<file path="src/hw/rtl/oktv_pkg.sv">
// oktv_pkg: shared types and defaults for the ordered key/value table
// operation codes, token control struct and default sizes
// no dependencies
package oktv_pkg;

    localparam int unsigned CAPACITY_DEF   = 256;
    localparam int unsigned KEY_BITS_DEF   = 32;
    localparam int unsigned VALUE_BITS_DEF = 32;
    localparam int unsigned POS_BITS       = 8;
    localparam int unsigned OP_BITS        = 3;

    typedef enum logic [OP_BITS-1:0] {
        OP_INSERT    = 3'd0,
        OP_UPDATE    = 3'd1,
        OP_INS_UPD   = 3'd2,
        OP_ERASE     = 3'd3,
        OP_LOOKUP    = 3'd4,
        OP_READ_IDX  = 3'd5
    } t_op;

    typedef struct packed {
        logic active;
        t_op  op;
        logic found;
        logic ok;
    } t_tok_ctl;

endpackage

</file>
<file path="src/hw/rtl/oktv_cell.sv">
// oktv_cell: one table slot plus one stage of the command token chain
// holds a key/value pair; matches, updates, inserts, reads out and shifts on erase
// depends on oktv_pkg
module oktv_cell #(
    parameter int unsigned CAPACITY   = oktv_pkg::CAPACITY_DEF,
    parameter int unsigned KEY_BITS   = oktv_pkg::KEY_BITS_DEF,
    parameter int unsigned VALUE_BITS = oktv_pkg::VALUE_BITS_DEF,
    parameter int unsigned CNT_W      = $clog2(CAPACITY + 1),
    parameter int unsigned IDX        = 0
) (
    input  logic                          i_clk,
    input  logic                          i_rst_n,
    input  logic [CNT_W-1:0]              i_count,
    input  oktv_pkg::t_tok_ctl            i_ctl,
    input  logic [KEY_BITS-1:0]           i_key,
    input  logic [VALUE_BITS-1:0]         i_value,
    input  logic [oktv_pkg::POS_BITS-1:0] i_pos,
    input  logic [KEY_BITS-1:0]           i_rkey,
    input  logic [VALUE_BITS-1:0]         i_rval,
    input  logic [KEY_BITS-1:0]           i_nb_key,
    input  logic [VALUE_BITS-1:0]         i_nb_val,
    output oktv_pkg::t_tok_ctl            o_ctl,
    output logic [KEY_BITS-1:0]           o_key,
    output logic [VALUE_BITS-1:0]         o_value,
    output logic [oktv_pkg::POS_BITS-1:0] o_pos,
    output logic [KEY_BITS-1:0]           o_rkey,
    output logic [VALUE_BITS-1:0]         o_rval,
    output logic [KEY_BITS-1:0]           o_cell_key,
    output logic [VALUE_BITS-1:0]         o_cell_val
);
    import oktv_pkg::*;

    localparam bit HAS_NB = (IDX + 1 < CAPACITY);

    logic [KEY_BITS-1:0]   r_key, n_key;
    logic [VALUE_BITS-1:0] r_val, n_val;
    t_tok_ctl              r_ctl, n_ctl;
    logic [KEY_BITS-1:0]   r_tkey;
    logic [VALUE_BITS-1:0] r_tval;
    logic [POS_BITS-1:0]   r_pos;
    logic [KEY_BITS-1:0]   r_rkey, n_rkey;
    logic [VALUE_BITS-1:0] r_rval, n_rval;

    logic cell_valid;
    logic first_free;
    logic uses_key;
    logic hit;
    logic found_here;

    always_comb begin
        cell_valid = (32'(i_count) > IDX);
        first_free = (32'(i_count) == IDX);
        uses_key   = (i_ctl.op != OP_READ_IDX) && (i_ctl.op <= OP_LOOKUP);
        hit        = i_ctl.active && uses_key && cell_valid && !i_ctl.found
                     && (i_key == r_key);
        found_here = i_ctl.found || hit;

        n_key       = r_key;
        n_val       = r_val;
        n_ctl       = i_ctl;
        n_ctl.found = found_here;
        n_rkey      = i_rkey;
        n_rval      = i_rval;

        if (i_ctl.active) begin
            case (i_ctl.op)
                OP_INSERT, OP_INS_UPD: begin
                    if (hit && i_ctl.op == OP_INS_UPD) begin
                        n_val     = i_value;
                        n_ctl.ok  = 1'b1;
                    end else if (!found_here && first_free) begin
                        n_key     = i_key;
                        n_val     = i_value;
                        n_ctl.ok  = 1'b1;
                    end
                end
                OP_UPDATE: begin
                    if (hit) begin
                        n_val    = i_value;
                        n_ctl.ok = 1'b1;
                    end
                end
                OP_ERASE: begin
                    if (hit) begin
                        n_ctl.ok = 1'b1;
                    end
                    if (found_here && HAS_NB) begin
                        n_key = i_nb_key;
                        n_val = i_nb_val;
                    end
                end
                OP_LOOKUP: begin
                    if (hit) begin
                        n_rval   = r_val;
                        n_ctl.ok = 1'b1;
                    end
                end
                OP_READ_IDX: begin
                    if (cell_valid && (32'(i_pos) == IDX)) begin
                        n_rkey   = r_key;
                        n_rval   = r_val;
                        n_ctl.ok = 1'b1;
                    end
                end
                default: begin
                end
            endcase
        end
    end

    always_ff @(posedge i_clk) begin
        if (!i_rst_n) begin
            r_ctl <= '0;
        end else begin
            r_ctl <= n_ctl;
        end
    end

    always_ff @(posedge i_clk) begin
        r_key  <= n_key;
        r_val  <= n_val;
        r_tkey <= i_key;
        r_tval <= i_value;
        r_pos  <= i_pos;
        r_rkey <= n_rkey;
        r_rval <= n_rval;
    end

    assign o_ctl      = r_ctl;
    assign o_key      = r_tkey;
    assign o_value    = r_tval;
    assign o_pos      = r_pos;
    assign o_rkey     = r_rkey;
    assign o_rval     = r_rval;
    assign o_cell_key = r_key;
    assign o_cell_val = r_val;

endmodule

</file>
<file path="config.mk">
export PLATFORM = sky130hd
export DESIGN_NAME = oktv_cell
export DESIGN_NICKNAME = d
export VERILOG_FILES = /design/src/hw/rtl/oktv_pkg.sv /design/src/hw/rtl/oktv_cell.sv
export SDC_FILE = /design/constraint.sdc
export NUM_CORES = 1
export LEC_CHECK = 0
export BUFFER_PORTS_ARGS = -buffer_cell sky130_fd_sc_hd__buf_2
export CORE_AREA = 2 2 165 167
export DETAILED_ROUTE_END_ITERATION = 10
export DIE_AREA = 0 0 167 169
export PLACE_DENSITY = 0.54
export SLEW_MARGIN = 20
export SYNTH_ARGS = -nofsm -noshare
export SYNTH_HDL_FRONTEND = slang
export SYNTH_SLANG_ARGS = --single-unit
</file>
<file path="constraint.sdc">
create_clock -name i_clk -period 5.12 [get_ports i_clk]
set_input_delay 0.512 -clock i_clk [delete_from_list [all_inputs] [get_ports i_clk]]
set_output_delay 0.512 -clock i_clk [all_outputs]
set_load 0.01 [all_outputs]
</file>
==> results.toml <==
[clocking]
cts_root_buffer = "clkbuf_16"
postCtsSetupBuffers = 0
insertion_delay_ns = 0.52
ctsHtreeMaxLevel = 1
cts_buffers = 24
clkTransAtPathRegs_ns = 0.06
cts_tree = "done"
holdBufCountCts = 0
cts_resized = 0
clockBufferDepth = 3
cts_num_sinks = 206

[finish]
stdcell_count = 1240
syn2layout_area_growth_pct = 48.4
design_area_um2 = 10300
post_route_cells_drive_above_1_share_pct = 66.1
fin_nets = 1098

[worst_setup_path]
cp_cell_sequence = "xnor2_1 -> nand4b_1 -> nor4b_1 -> nand4b_1 -> a21oi_4 -> buf_8 -> buf_16"
crit_start = "o_cell_key[0]$_DFFE_PP_"
required_ns = 5.34
crit_buf_inv = 2
cpPeakStageDelay_ns = 0.45
crit_fanout = 16
ff2ff_path_depth = 7
crit_family = "simple AND/OR/NAND/NOR gates"
crit_path_end = "o_cell_key[15]$_DFFE_PP_"
arrival_ns = 3.03
reg2reg_slack_ns = 2.31
cp.depth = 7
reg2reg_to = "o_cell_key[15]$_DFFE_PP_"
crit_top_cell = "nand4b_1"
crit_slowest_cell = "a21oi_4"
worstSetupPathType = "reg2reg"
cp-start-kind = "flip-flop"
r2r_start = "o_cell_key[0]$_DFFE_PP_"
end_kind = "flip-flop"

[placed_design]
dpl.cell_count = 1195
gp_congestion = 0.754
place_ws_ns = 1.80
hpwlAfterDp_um = 16700
placed_area_um2 = 9500
io_buffers = 422

[yosys]
synth_seq_cells = 206
async_flop_share_pct = 0
synth.most_common_cell = "dfxtp_1"
synthDistinctLibCells = 33
synth_top_flop_cell = "dfxtp_1"
syn_inst = 443
seq_area_frac_synth_pct = 68.5
synth_area_leaders = "dfxtp_1 41%, edfxtp_1 28%, mux2_2 21%, xnor2_1 2.0%, xor2_1 2.0%"
yosysWarnings = 0
netlist_area_um2 = 6960
synth_top_area_share_pct = 40.8
avgSynthCellArea_um2 = 15.7
synth-edff-count = 64
synthTopCellsByCount = "142 x dfxtp_1, 127 x mux2_2, 64 x edfxtp_1, 16 x xnor2_1, 16 x xor2_1"
yosys.area.top_type = "dfxtp_1"
syn_nets = 660

[sta]
slew_headroom_pct = 35.5
fmax_mhz = 356
rsz0062_at_grt = "no"
layout_min_cycle_time_ns = 2.81
finalCritPeriodShare_pct = 54.9
skew_ns = 0.0184
drv_slew = 0
timing.final.ws_setup_ns = 2.31
finalSetupViolCount = 0
tightest_slew_ns = 0.968
hold_violations = 0
setup-tns-final_ns = 0

[die]
fp.dieH_um = 169
row_count = 60
ioPinCount = 423
die_area_um2 = 28200
initial_utilization_pct = 26.3
die_w_um = 167
coreArea_um2 = 26500

[power_and_ir_drop]
vdd_ir_drop_max_v = 0.000256
powerDensity_nw_per_um2 = 374
leakagePower_nw = 4.63

[global_route]
globalRouteMet3Util_pct = 4.07
antenna_found_initial = 1
grt_usage_pct = 14.6
grt_pass1_vias = 5382
use_met2_pct = 26.6
grt_pass1_wl_um = 31700
grt_max_degree = 65
grt_overflow_total = 0
top_usage_layer = "met2"
met1_usage_pct = 16.6

[detailed_routing]
via_per_inst = 4.22
detail-route-antenna-nets = 0
routedWlPerCell_um = 17.5
vias = 5232
totalWireLength_um = 21700
drtIter0Drc = 214
drc = 0
drt_pass1_iterations = 5

[status]
status = "complete, no violations"

[min_path]
min_path_type = "in2reg"

[run]
max_cap_viol_count = 0
## how the worst min path moves through the flow
stage,startpoint,end,slack (ns),cells past startpoint
finish,i_value[26],o_value[26]$_DFF_P_,0.10,1
global route,i_value[28],o_value[28]$_DFF_P_,0.09,1
CTS,i_value[26],o_value[26]$_DFF_P_,0.08,1
detailed placement,o_cell_val[18]$_DFFE_PP_,o_rval[18]$_DFF_P_,0.48,1
global placement,o_cell_val[29]$_DFFE_PP_,o_rval[29]$_DFF_P_,0.48,1
floorplan,o_cell_val[4]$_DFFE_PP_,o_rval[4]$_DFF_P_,0.53,1
## report_power, final
group / leakage, nW / switching [mW] / internal [mW]
Combinational: 2.47 / 0.170 / 0.181
Sequential: 1.78 / 0.0286 / 1.77
Clock: 0.383 / 0.675 / 1.04
Total: 4.63 / 0.873 / 2.99
## layer usage
layer | routed length [um] | vias up
met2 | 11000 | 263
met1 | 8330 | 2448
met4 | 610 | 0
met5 | 0 | -
li1 | - | 2484
met3 | 1740 | 37
## kinds of logic (layout without fill, tap and decap cells)
kind of cell	count (synthesis)	in the layout	share of synthesized area (%)
AO/OA/AOI/OAI	12	12	1.35
XOR/XNOR	32	32	4.03
flip-flops	206	206	68.5
other	0	1	0
AND/OR/NAND/NOR	48	48	4.06
multiplexers	128	128	20.7
buffers and inverters	17	472	1.40
## per-stage QoR
step	hold WS, ns	utilization [%]	power [mW]
final	0.105	39.0	3.87
after global routing	0.0903	39.0	4.01
after CTS	0.0819	38.9	3.92
after detailed placement	0.485	35.8	2.19
after global placement	0.478	35.7	2.19
after floorplan	0.534	-	1.98
## placed cells by master, fill, tap and decap left out, types with 5 or more instances in the layout
cell type  netlist  final
buf_2            9    422
clkbuf_1         4      5
clkbuf_16        0     25
dfxtp_1        142    142
edfxtp_1        64     64
mux2_2         127    127
nand2_1          6      6
nand4_1          6      6
nor2_1           7      7
nor4_1           7      7
xnor2_1         16     16
xor2_1          16     16
## state kept, by name (all words and copies together), names as in the netlist
name        cells
o_pos           8
o_rval         32
o_cell_val     32
o_value        32
o_ctl           6
o_rkey         32
o_cell_key     32
o_key          32
## final cells by class
cell class,count,area [um^2]
Antenna cell,1,2.50
Clock buffer,33,686
Clock inverter,10,115
Fill cell,2549,16200
Inverter,1,3.75
Multi-Input combinational cell,220,2120
Sequential cell,206,4760
Tap cell,341,427
Timing Repair Buffer,428,2200
No activity file was read; power rests on OpenSTA's default activity.
